### config.mk
export PLATFORM = sky130hd
export DESIGN_NAME = battery_charge_controller_top
export DESIGN_NICKNAME = d
export VERILOG_FILES = /design/src/rtl/core/bcc_pkg.sv /design/src/rtl/core/bcc_step.sv /design/src/rtl/core/battery_charge_controller_top.sv
export SDC_FILE = /design/constraint.sdc
export NUM_CORES = 1
export LEC_CHECK = 0
export BUFFER_PORTS_ARGS = -buffer_cell sky130_fd_sc_hd__buf_2
export CORE_MARGIN = 5
export CORE_UTILIZATION = 45
export DETAILED_ROUTE_END_ITERATION = 8
export HOLD_SLACK_MARGIN = 0.03
export SKIP_LAST_GASP = 1
export SLEW_MARGIN = 20
export SYNTH_ARGS = -nofsm -noshare
export SYNTH_HDL_FRONTEND = slang
export SYNTH_SLANG_ARGS = --single-unit
### constraint.sdc
create_clock -name clk -period 11.15 [get_ports clk]
set_clock_uncertainty 0.05 [all_clocks]
set_input_delay 0.5575 -clock clk [delete_from_list [all_inputs] [get_ports clk]]
set_output_delay 0.5575 -clock clk [all_outputs]
set_load 0.01 [all_outputs]
### src/rtl/core/bcc_pkg.sv
`default_nettype none

package bcc_pkg;

  // Default drive DAC resolution
  localparam int DAC_BITS_DEF = 12;

  // Indication margin below full / above empty, millivolts
  localparam int IND_MARGIN_MV = 700;

  // Field widths
  localparam int CUR_W  = 13;
  localparam int MV_W   = 14;
  localparam int SUP_W  = 15;
  localparam int LVL_W  = 12;
  localparam int MODE_W = 3;
  localparam int CFG_DATA_W = 15;
  localparam int CFG_ADDR_W = 3;

  // Charger modes
  localparam logic [MODE_W-1:0] M_START = 3'd0;
  localparam logic [MODE_W-1:0] M_PRE   = 3'd1;
  localparam logic [MODE_W-1:0] M_CHG   = 3'd2;
  localparam logic [MODE_W-1:0] M_FULL  = 3'd3;
  localparam logic [MODE_W-1:0] M_DIS   = 3'd4;
  localparam logic [MODE_W-1:0] M_DEEP  = 3'd5;

  // Configuration register indexes
  localparam logic [CFG_ADDR_W-1:0] REG_CUR_LIMIT   = 3'd0;
  localparam logic [CFG_ADDR_W-1:0] REG_FULL_MV     = 3'd1;
  localparam logic [CFG_ADDR_W-1:0] REG_EMPTY_MV    = 3'd2;
  localparam logic [CFG_ADDR_W-1:0] REG_PRESENT_MV  = 3'd3;
  localparam logic [CFG_ADDR_W-1:0] REG_START_LEVEL = 3'd4;
  localparam logic [CFG_ADDR_W-1:0] REG_FINE_STEP   = 3'd5;
  localparam logic [CFG_ADDR_W-1:0] REG_COARSE_STEP = 3'd6;
  localparam logic [CFG_ADDR_W-1:0] REG_HOLD_BAND   = 3'd7;

  // Configuration reset values
  localparam logic [CUR_W-1:0] RST_CUR_LIMIT   = 13'd1000;
  localparam logic [MV_W-1:0]  RST_FULL_MV     = 14'd7200;
  localparam logic [MV_W-1:0]  RST_EMPTY_MV    = 14'd5000;
  localparam logic [SUP_W-1:0] RST_PRESENT_MV  = 15'd2000;
  localparam logic [LVL_W-1:0] RST_START_LEVEL = 12'd600;
  localparam logic [LVL_W-1:0] RST_FINE_STEP   = 12'd10;
  localparam logic [LVL_W-1:0] RST_COARSE_STEP = 12'd100;
  localparam logic [LVL_W-1:0] RST_HOLD_BAND   = 12'd100;

  typedef struct packed {
    logic [CUR_W-1:0] charge_current_limit_ma;
    logic [MV_W-1:0]  battery_full_mv;
    logic [MV_W-1:0]  battery_empty_mv;
    logic [SUP_W-1:0] input_present_mv;
    logic [LVL_W-1:0] dac_start_level;
    logic [LVL_W-1:0] fine_step;
    logic [LVL_W-1:0] coarse_step;
    logic [LVL_W-1:0] hold_band_mv;
  } bcc_cfg_t;

  // Charger state apart from the drive level
  typedef struct packed {
    logic [MODE_W-1:0] mode;
    logic              hold;
    logic [1:0]        level;
    logic              red;
  } bcc_ctl_t;

endpackage

`default_nettype wire

### src/rtl/core/bcc_step.sv
`default_nettype none

// One charger step: indication update, mode transition and drive level move.
module bcc_step
  import bcc_pkg::*;
#(
  parameter int DAC_BITS = DAC_BITS_DEF
) (
  input  bcc_cfg_t              cfg,
  input  logic [CUR_W-1:0]      charge_current_ma,
  input  logic [MV_W-1:0]       battery_mv,
  input  logic [SUP_W-1:0]      supply_mv,
  input  bcc_ctl_t              ctl_cur,
  input  logic [DAC_BITS-1:0]   drive_cur,
  output bcc_ctl_t              ctl_next,
  output logic [DAC_BITS-1:0]   drive_next
);

  localparam int AW = ((DAC_BITS > LVL_W) ? DAC_BITS : LVL_W) + 2;
  localparam logic signed [AW-1:0] DAC_MAX = AW'((1 << DAC_BITS) - 1);

  function automatic logic [DAC_BITS-1:0] clip(input logic signed [AW-1:0] v);
    logic [DAC_BITS-1:0] r;
    if (v < 0) begin
      r = '0;
    end else if (v > DAC_MAX) begin
      r = '1;
    end else begin
      r = v[DAC_BITS-1:0];
    end
    return r;
  endfunction

  logic [MODE_W-1:0]     mode_eff;
  logic signed [15:0]    batt_s;
  logic signed [15:0]    full_m_margin;
  logic [SUP_W-1:0]      empty_p_margin;
  logic [SUP_W-1:0]      full_p_band;
  logic signed [15:0]    full_m_band;
  logic                  cur_lo, cur_hi, batt_lo, batt_hi, sup_lo, sup_hi;
  logic signed [AW-1:0]  fine_s, coarse_s, start_s, delta, dac_sum;
  logic                  do_move, do_load;

  assign mode_eff = (ctl_cur.mode > M_DEEP) ? M_START : ctl_cur.mode;

  assign batt_s         = $signed({2'b00, battery_mv});
  assign full_m_margin  = $signed({2'b00, cfg.battery_full_mv}) - 16'(IND_MARGIN_MV);
  assign empty_p_margin = {1'b0, cfg.battery_empty_mv} + 15'(IND_MARGIN_MV);
  assign full_p_band    = {1'b0, cfg.battery_full_mv} + {3'b000, cfg.hold_band_mv};
  assign full_m_band    = $signed({2'b00, cfg.battery_full_mv})
                        - $signed({4'b0000, cfg.hold_band_mv});

  assign cur_lo  = charge_current_ma < cfg.charge_current_limit_ma;
  assign cur_hi  = charge_current_ma > cfg.charge_current_limit_ma;
  assign batt_lo = battery_mv < cfg.battery_full_mv;
  assign batt_hi = battery_mv > cfg.battery_full_mv;
  assign sup_lo  = supply_mv < cfg.input_present_mv;
  assign sup_hi  = supply_mv > cfg.input_present_mv;

  assign fine_s   = $signed(AW'(cfg.fine_step));
  assign coarse_s = $signed(AW'(cfg.coarse_step));
  assign start_s  = $signed(AW'(cfg.dac_start_level));
  assign dac_sum  = $signed({{(AW-DAC_BITS){1'b0}}, drive_cur}) + delta;

  always_comb begin
    ctl_next = ctl_cur;
    delta    = '0;
    do_move  = 1'b0;
    do_load  = 1'b0;

    // Indication from the mode held before the step; keep it at or above full
    if ({1'b0, battery_mv} < empty_p_margin) begin
      ctl_next.level = 2'd1;
      ctl_next.red   = (mode_eff == M_DIS) || (mode_eff == M_DEEP);
    end else if (batt_s < full_m_margin) begin
      ctl_next.level = 2'd2;
      ctl_next.red   = (mode_eff == M_DIS) || (mode_eff == M_DEEP);
    end else if (batt_lo) begin
      ctl_next.level = 2'd3;
      ctl_next.red   = (mode_eff == M_DIS) || (mode_eff == M_DEEP);
    end

    ctl_next.mode = mode_eff;
    unique case (mode_eff)
      M_PRE: begin
        if (cur_lo && batt_lo) begin
          delta   = coarse_s;
          do_move = 1'b1;
        end else if (cur_hi || batt_hi) begin
          delta         = -coarse_s;
          do_move       = 1'b1;
          ctl_next.mode = M_CHG;
        end
      end
      M_CHG: begin
        if (cur_lo && batt_lo) begin
          delta   = fine_s;
          do_move = 1'b1;
        end else if (cur_hi && batt_lo) begin
          delta   = -fine_s;
          do_move = 1'b1;
        end
        if (batt_hi) ctl_next.mode = M_FULL;
        if (sup_lo) ctl_next.mode = M_DIS;
      end
      M_FULL: begin
        if (sup_lo) ctl_next.mode = M_DIS;
        if ({1'b0, battery_mv} > full_p_band) begin
          delta   = -fine_s;
          do_move = 1'b1;
        end else if (batt_s < full_m_band) begin
          delta   = fine_s;
          do_move = 1'b1;
        end
      end
      M_DIS: begin
        do_load = 1'b1;
        if (battery_mv < cfg.battery_empty_mv) ctl_next.mode = M_DEEP;
        if (sup_hi) ctl_next.mode = M_PRE;
      end
      M_DEEP: begin
        ctl_next.hold = 1'b0;
      end
      default: begin
        ctl_next.hold = 1'b1;
        do_load       = 1'b1;
        if (sup_hi) begin
          ctl_next.mode = M_PRE;
        end else if (sup_lo) begin
          ctl_next.mode = M_DIS;
        end
      end
    endcase
  end

  always_comb begin
    if (do_load) begin
      drive_next = clip(start_s);
    end else if (do_move) begin
      drive_next = clip(dac_sum);
    end else begin
      drive_next = drive_cur;
    end
  end

endmodule

`default_nettype wire

### src/rtl/core/battery_charge_controller_top.sv
`default_nettype none

// CC/CV battery charger controller. Each input beat is one measurement sample
// (charge current in mA, battery and supply voltage in mV); each sample yields
// exactly one output beat with the new DAC drive level, the charger mode
// (0 start, 1 precharge, 2 constant-current charge, 3 full, 4 discharge,
// 5 deep discharge), the self-power hold flag and the charge indication. The
// indication level follows battery_mv, its red flag the mode held before the
// sample. A sample is held in the input register, then the step logic writes
// the charger state, also the output register; a new sample is taken every
// cycle unless m_tready stalls results. Deep discharge drops the power hold and
// stays latched until rst. The user must write configuration registers through
// cfg_we/cfg_addr/cfg_wdata only while no sample is in flight; it is unchecked.
module battery_charge_controller_top
  import bcc_pkg::*;
#(
  parameter int DAC_BITS = DAC_BITS_DEF
) (
  input  logic                               clk,
  input  logic                               rst,
  // Sample stream
  input  logic                               s_tvalid,
  output logic                               s_tready,
  // [12:0] charge_current_ma, [26:13] battery_mv, [41:27] supply_mv
  input  logic [47:0]                        s_tdata,
  // Result stream
  output logic                               m_tvalid,
  input  logic                               m_tready,
  // [DAC_BITS-1:0] dac_value, then mode_now (3), power_hold (1),
  // level_shown (2), shown_red (1), zero fill to whole bytes
  output logic [((DAC_BITS+14)/8)*8-1:0]     m_tdata,
  // Configuration write port
  input  logic                               cfg_we,
  input  logic [CFG_ADDR_W-1:0]              cfg_addr,
  input  logic [CFG_DATA_W-1:0]              cfg_wdata
);

  localparam int OUT_W  = DAC_BITS + 7;
  localparam int OUT_TW = ((DAC_BITS + 14) / 8) * 8;

  // Configuration registers
  bcc_cfg_t cfg;

  always_ff @(posedge clk) begin
    if (rst) begin
      cfg.charge_current_limit_ma <= RST_CUR_LIMIT;
      cfg.battery_full_mv         <= RST_FULL_MV;
      cfg.battery_empty_mv        <= RST_EMPTY_MV;
      cfg.input_present_mv        <= RST_PRESENT_MV;
      cfg.dac_start_level         <= RST_START_LEVEL;
      cfg.fine_step               <= RST_FINE_STEP;
      cfg.coarse_step             <= RST_COARSE_STEP;
      cfg.hold_band_mv            <= RST_HOLD_BAND;
    end else if (cfg_we) begin
      unique case (cfg_addr)
        REG_CUR_LIMIT:   cfg.charge_current_limit_ma <= cfg_wdata[CUR_W-1:0];
        REG_FULL_MV:     cfg.battery_full_mv         <= cfg_wdata[MV_W-1:0];
        REG_EMPTY_MV:    cfg.battery_empty_mv        <= cfg_wdata[MV_W-1:0];
        REG_PRESENT_MV:  cfg.input_present_mv        <= cfg_wdata[SUP_W-1:0];
        REG_START_LEVEL: cfg.dac_start_level         <= cfg_wdata[LVL_W-1:0];
        REG_FINE_STEP:   cfg.fine_step               <= cfg_wdata[LVL_W-1:0];
        REG_COARSE_STEP: cfg.coarse_step             <= cfg_wdata[LVL_W-1:0];
        REG_HOLD_BAND:   cfg.hold_band_mv            <= cfg_wdata[LVL_W-1:0];
      endcase
    end
  end

  // Input register
  logic             in_v;
  logic [CUR_W-1:0] cur_q;
  logic [MV_W-1:0]  batt_q;
  logic [SUP_W-1:0] sup_q;
  logic             step_go;
  logic             s_acc;

  // Advance the held sample when the result slot is empty or being drained
  assign step_go  = in_v && (!m_tvalid || m_tready);
  assign s_tready = !in_v || step_go;
  assign s_acc    = s_tvalid && s_tready;

  always_ff @(posedge clk) begin
    if (rst) begin
      in_v <= 1'b0;
    end else if (s_tready) begin
      in_v <= s_tvalid;
    end
  end

  always_ff @(posedge clk) begin
    if (s_acc) begin
      cur_q  <= s_tdata[12:0];
      batt_q <= s_tdata[26:13];
      sup_q  <= s_tdata[41:27];
    end
  end

  // Charger state doubles as the result register
  bcc_ctl_t            ctl, ctl_next;
  logic [DAC_BITS-1:0] drive, drive_next;
  logic                out_v;

  bcc_step #(
    .DAC_BITS(DAC_BITS)
  ) u_step (
    .cfg               (cfg),
    .charge_current_ma (cur_q),
    .battery_mv        (batt_q),
    .supply_mv         (sup_q),
    .ctl_cur           (ctl),
    .drive_cur         (drive),
    .ctl_next          (ctl_next),
    .drive_next        (drive_next)
  );

  always_ff @(posedge clk) begin
    if (rst) begin
      ctl.mode  <= M_START;
      ctl.hold  <= 1'b1;
      ctl.level <= 2'd0;
      ctl.red   <= 1'b0;
      drive     <= '0;
      out_v     <= 1'b0;
    end else begin
      if (step_go) begin
        ctl   <= ctl_next;
        drive <= drive_next;
      end
      // Hold the result beat until taken
      if (step_go) begin
        out_v <= 1'b1;
      end else if (m_tready) begin
        out_v <= 1'b0;
      end
    end
  end

  assign m_tvalid = out_v;
  assign m_tdata  = OUT_TW'({ctl.red, ctl.level, ctl.hold, ctl.mode, drive});

  // Deep discharge latches until reset
  a_deep_latch: assert property (@(posedge clk) disable iff (rst)
    (ctl.mode == M_DEEP) |=> (ctl.mode == M_DEEP))
    else $error("deep discharge mode left without reset");

  // Power hold is only dropped in deep discharge
  a_hold_deep: assert property (@(posedge clk) disable iff (rst)
    !ctl.hold |-> (ctl.mode == M_DEEP))
    else $error("power hold low outside deep discharge");

  // Charger state moves only when a sample is stepped
  a_state_still: assert property (@(posedge clk) disable iff (rst)
    !step_go |=> ($stable(ctl) && $stable(drive)))
    else $error("charger state changed without a sample");

  // Output packing width check against fields
  a_pack_pad: assert property (@(posedge clk) disable iff (rst)
    m_tvalid |-> (m_tdata[OUT_TW-1:OUT_W] == '0))
    else $error("result padding bits not zero");

endmodule

`default_nettype wire
After elaboration in Yosys (flattened, before gate mapping)
Index checks and enable logic that the tools add are counted.
{"block": "word_totals", "register_bits": 167, "wordCells": 117}
{"block": "op_classes", "addsub": 7, "order_cmp": 16, "eq_ne": 13, "n_mux": 36, "bitwise": 1, "n_reduce_logical": 26}
{"operator": "$mux W12", "count": 7}
{"operator": "$mux W14", "count": 5}
{"operator": "$pmux W14 S3", "count": 1}
{"operator": "$mux W3", "count": 12}
{"operator": "$lt A15 B16 Y1", "count": 2}
{"operator": "$lt A14 B14 Y1", "count": 2}
{"operator": "$neg A12 Y14", "count": 2}
{"operator": "$reduce_and A2 Y1", "count": 11}
{"operator": "$eq A3 B3 Y1 const B", "count": 6}
{"operator": "$add A14 B10 Y15 const B", "count": 1}
{"operator": "$add A14 B12 Y15", "count": 1}
{"operator": "$gt A14 B15 Y1", "count": 1}
{"operator": "$gt A15 B15 Y1", "count": 1}
{"operator": "$lt A14 B15 Y1", "count": 1}
{"operator": "$lt A15 B15 Y1", "count": 1}
{"operator": "$pmux W3 S5", "count": 1}
{"operator": "$sub A14 B10 Y15 const B", "count": 1}
{"operator": "$sub A14 B12 Y15", "count": 1}
{"operator": "$add A13 B14 Y14", "count": 1}
{"operator": "$gt A14 B13 Y1 const B", "count": 1}
{"operator": "$gt A14 B14 Y1", "count": 1}
{"operator": "$lt A14 B1 Y1 const B", "count": 1}
{"operator": "$gt A13 B13 Y1", "count": 1}
{"operator": "$lt A13 B13 Y1", "count": 1}
{"operator": "17 further kinds", "count": 36}

Longest topological paths before layout
{"block": "depth", "ltp_word": 11, "mapped_depth": 36}

Cells and area by module
A second synthesis with hierarchy kept.
{"block": "hier_totals", "cells_unflattened": 1378, "area_unflattened_um2": 11793.8}
{"module": "battery_charge_controller_top", "instances": 1, "cells_each": 572, "area_each_um2": 5949.5, "seq_area_each_um2": 3763.6}
{"module": "bcc_step", "instances": 1, "cells_each": 806, "area_each_um2": 5844.4, "seq_area_each_um2": 0.0}

Worst setup path after synthesis
No wires, ideal clock.
{"block": "synth_path", "kind": "reg-to-reg", "start": "register cfg[1] (netlist name)", "end": "register drive[10]", "setup_ns": 0.080, "arrival_time_ns": 6.467, "required_ns": 11.020, "setup_slack_ns": 4.553, "path_stages_with_launch": 36, "cell_sequence": "dfxtp_1 -> inv_1 -> ha_1 -> nand2b_1 -> a21oi_1 -> o21ai_0 -> a21oi_1 -> o21ai_0 -> a21oi_1 -> or2_2 -> a21oi_1 -> o21ai_0 -> xor2_1 -> ha_1 -> a211oi_1 -> o21bai_1 -> a21o_1 -> a221oi_1 -> nor4b_1 -> a21oi_1 -> clkbuf_1 -> nand3_1 -> a22o_1 -> ha_1 -> fa_1 -> a21oi_1 -> o21ai_0 -> nor4_1 -> nor3_1 -> a311oi_1 -> o21ai_0 -> xor2_1 -> buf_4 -> a21oi_1 -> a22oi_2 -> a211oi_2"}
{"block": "synth_between", "elab_chain_len": 11, "word_cells_on_any_way": 19, "cone_classes": "add/sub: 3; order compare: 4; eq/ne: 1; mux: 10; reduce/logical: 1"}
{"element": "$sub A14 B12 Y15", "line_no": "bcc_step.sv:51", "text": "- $signed({4'b0000, cfg.hold_band_mv});"}
{"element": "$lt A15 B16 Y1", "line_no": "bcc_step.sv:111", "text": "end else if (batt_s < full_m_band) begin"}
{"element": "$mux W12", "line_no": "bcc_step.sv:111"}
{"element": "$mux W14", "line_no": "bcc_step.sv:108", "text": "if ({1'b0, battery_mv} > full_p_band) begin"}
{"element": "$pmux W14 S3", "line_no": "bcc_step.sv:84", "text": "unique case (mode_eff)"}
{"element": "$add A13 B14 Y14", "line_no": "bcc_step.sv:63", "text": "assign dac_sum = $signed({{(AW-DAC_BITS){1'b0}}, drive_cur}) + delta;"}
{"element": "$gt A14 B13 Y1", "line_no": "bcc_step.sv:26", "text": "end else if (v > DAC_MAX) begin"}
{"element": "$mux W12", "line_no": "bcc_step.sv:26"}
{"element": "$mux W12", "line_no": "bcc_step.sv:24", "text": "if (v < 0) begin"}
{"element": "$mux W12", "line_no": "bcc_step.sv:139", "text": "end else if (do_move) begin"}
{"element": "$mux W12", "line_no": "bcc_step.sv:137", "text": "if (do_load) begin"}
{"element": "end signal: assignment", "line_no": "battery_charge_controller_top.sv:126", "text": "drive <= drive_next;"}
{"element": "end: declaration", "line_no": "battery_charge_controller_top.sv:99", "text": "logic [DAC_BITS-1:0] drive, drive_next;"}
Parallel ways exist; a longest one is shown, timed or not. The select of a mux whose other input is x is not followed.
A chain may end at the register's enable or synchronous reset.

Final worst setup path
{"block": "layout_path", "start": "register cfg[1] (netlist name)", "end": "register drive[7]"}
{"block": "layout_between", "elab_chain_len": 11, "word_cells_on_any_way": 19, "cone_classes": "add/sub: 3; order compare: 4; eq/ne: 1; mux: 10; reduce/logical: 1"}
{"element": "$sub A14 B12 Y15", "line_no": "bcc_step.sv:51"}
{"element": "$lt A15 B16 Y1", "line_no": "bcc_step.sv:111"}
{"element": "$mux W12", "line_no": "bcc_step.sv:111"}
{"element": "$mux W14", "line_no": "bcc_step.sv:108"}
{"element": "$pmux W14 S3", "line_no": "bcc_step.sv:84"}
{"element": "$add A13 B14 Y14", "line_no": "bcc_step.sv:63"}
{"element": "$gt A14 B13 Y1", "line_no": "bcc_step.sv:26"}
{"element": "$mux W12", "line_no": "bcc_step.sv:26"}
{"element": "$mux W12", "line_no": "bcc_step.sv:24"}
{"element": "$mux W12", "line_no": "bcc_step.sv:139"}
{"element": "$mux W12", "line_no": "bcc_step.sv:137"}
Parallel ways exist; a longest one is shown, timed or not. The select of a mux whose other input is x is not followed.

==> flow_summary.yaml <==
status:
  outcome: "finished, final reports clean"
place:
  pre_cts_slack_ns: 3.314
  gp_congestion: 0.8759
  dp_hpwl_um: 22640
  port_buffers: 85
cts:
  cts_resized: 0
  cts_max_path_buffers: 2
  htreeDepth: 4
  cts_hold_buf: 0
  postCtsSetupBuffers: 0
  cts_root_buf: "clkbuf_16"
  cts_tree: "done"
  clk_pin_slew_ns: 0.07
  cts.sinks: 167
  clkLatencyLatePin_ns: 0.43
  cts_buffers: 17
sta:
  setup_tns_ns: 0
  final-max-slew-violation-count: 0
  rsz0062_at_grt: "no"
  tightest_slew_ns: 1.115
  hold_ws_ns: 0.2468
  period_minus_slack_ns: 8.008
  max_slew_margin: 0.2537
  fmax_mhz: 124.9
  fin_crit_sh: 0.7182
  finalHoldViolations: 0
  setup_violations: 0
  finalWorstSetupSlack_ns: 3.142
global_route:
  grtUsageTotal: 0.2106
  grt_pass1_vias: 9017
  grt_antenna_before_repair: 0
  grt_pass1_wl_um: 47980
  grt.overflow.total: 0
  grt_max_degree: 85
floorplanning:
  rows: 58
  die_h_um: 168.7
  initial_core_util: 0.4538
  io_pins: 97
  die_area_um2: 28450
  die_width_um: 168.7
  core_um2: 24960
pwr:
  p_seq_frac: 0.455
  power.switching_uw: 427.0
  combPwrFrac: 0.163
  sw_frac_of_total: 0.2889
  cell_internal_pwr_uw: 1051
  ir_drop_mv: 0.1123
  pwr-share-clk: 0.383
  powerDensity_nw_per_um2: 118.2
  power.leakage_uw: 0.005148
synthesis:
  yosysSeqAreaShare: 0.3322
  netlist_instances: 1371
  yosysWarnings: 0
  synthDistinctLibCells: 72
  ys.flop_type: "dfxtp_1"
  synth_area_leaders: "dfxtp_1, ha_1, edfxtp_1"
  netlist.area_leader.share: 0.2209
  synth.largest_area_cell: "dfxtp_1"
  synthArstFlopShare: 0
  synth_edf_count: 42
  avgSynthCellArea_um2: 8.263
  yosysMostFrequentCell: "nand2_1"
  synthesis.area_um2: 11330
  synth-seq-cells: 167
  synth_common_cells: "nand2_1, a21oi_1, ha_1"
detailed_routing:
  viasPerCell: 5.443
  drt_iter0_markers: 766
  postRouteAntennaNets: 0
  wl_per_cell_um: 16.94
  drt-total-wl_um: 29840
  vias: 9586
  drc: 0
  drt_pre_antenna_iters: 5
setup_path:
  cp_common_cell: "o21ai_0"
  critPathKind: "register to register"
  max_stage_delay_ns: 0.82
  cp-start-kind: "register"
  cp.arrival_ns: 8.25
  required_ns: 11.40
  path_max_fanout: 12
  end_kind: "register"
  cp_slowest_cell: "xor2_1"
final_layout:
  area_delta_synth_final_pct: 10.38
  nets: 1638
  antenna_cells: 0
  drive_gt1_frac: 0.1090
hold_path:
  hold_path.class: "input pin to register"
job:
  drv_cap: 0
==> cell families after synthesis <==
kind of cell | Yosys count | share of synthesized area
AND/OR/NAND/NOR | 482 | 0.1948
buffers and inverters | 167 | 0.05986
AO/OA/AOI/OAI | 342 | 0.1968
adder cells (fa/ha/maj) | 149 | 0.1666
flip-flops | 167 | 0.3322
other | 1 | 0.0003310
XOR/XNOR | 63 | 0.04937
==> layout by cell type, fill, tap and decap left out, drive strengths merged, types with 7 or more instances in the layout <==
cell / n
edfxtp: 42
nor2: 102
dfxtp: 125
nor2b: 17
nand3: 21
xnor2: 41
a211o: 16
nand2: 229
buf: 91
nand3b: 20
nor3b: 7
nor3: 21
a21oi: 153
o21a: 12
a21o: 13
ha: 146
nand4: 15
inv: 105
xor2: 22
clkbuf: 21
a221o: 10
a22oi: 11
nand2b: 19
o21ai: 51
a211oi: 23
or3: 12
==> per-stage QoR <==
step / std cells / power (uW) / area [um^2] / util
final: 1761 / 1478 / 12500 / 0.5009
after CTS: 1761 / 1489 / 12500 / 0.5009
after detailed placement: 1729 / 926.1 / 11950 / 0.4785
after global routing: 1761 / 1552 / 12500 / 0.5009
after floorplan: 1375 / 852.8 / 11340 / -
after global placement: 1729 / 920.7 / 11950 / 0.4785
==> per-layer routing <==
| metal | part of all wire | routed length, um | track usage |
|---|---|---|---|
| met1 | 0.49 | 14500 | 0.3001 |
| met2 | 0.45 | 13410 | 0.3343 |
| met3 | 0.048 | 1432 | 0.03246 |
| met4 | 0.017 | 494 | 0.05575 |
| met5 | 0 | 0 | 0 |
==> critical path: cells and delay by family (launching register included) <==
kind | cells | cell delay (ns)
and+or+nand+nor | 5 | 0.76
buffers and inverters | 1 | 0.11
adders and majority gates | 3 | 0.93
AOI/OAI and AO/OA | 22 | 4.62
DFF | 1 | 0.42
xor gates and xnor gates | 2 | 0.97
==> cell type report <==
| cell class | count | area, um^2 |
|---|---|---|
| Clock buffer | 21 | 471.7 |
| Sequential cell | 167 | 3764 |
| Timing Repair Buffer | 91 | 473.0 |
| Fill cell | 2465 | 12460 |
| Tap cell | 330 | 412.9 |
| Inverter | 100 | 375.4 |
| Multi-Input combinational cell | 1041 | 6920 |
| Clock inverter | 11 | 87.58 |
==> path summary, 6_finish.rpt <==
kind / slack, ns / from / cells past startpoint / to
hold / removal: 0.25 / s_tdata[36] / 1 / sup_q[9]
setup reg to reg: 3.14 / cfg[1] / 33 / drive[7]
hold reg to reg: 0.41 / cfg[62] / 2 / cfg[62]
setup / recovery: 3.14 / cfg[1] / 33 / drive[7]
==> flip-flops by register name (all words and copies together) (netlist names) <==
name,flops
cfg,104
m_tdata,7
in_v,1
cur_q,13
sup_q,15
m_tvalid,1
drive,12
batt_q,14
==> power by group through the flow <==
stage	Clock (uW)	Sequential, uW	Combinational [uW]
6_report	565	672	241
5_1_grt	604	675	274
4_1_cts	575	672	242
3_5_place_dp	0	685	241
3_3_place_gp	0	685	236
2_1_floorplan	0	676	177
(Power assumes the default switching activity.)
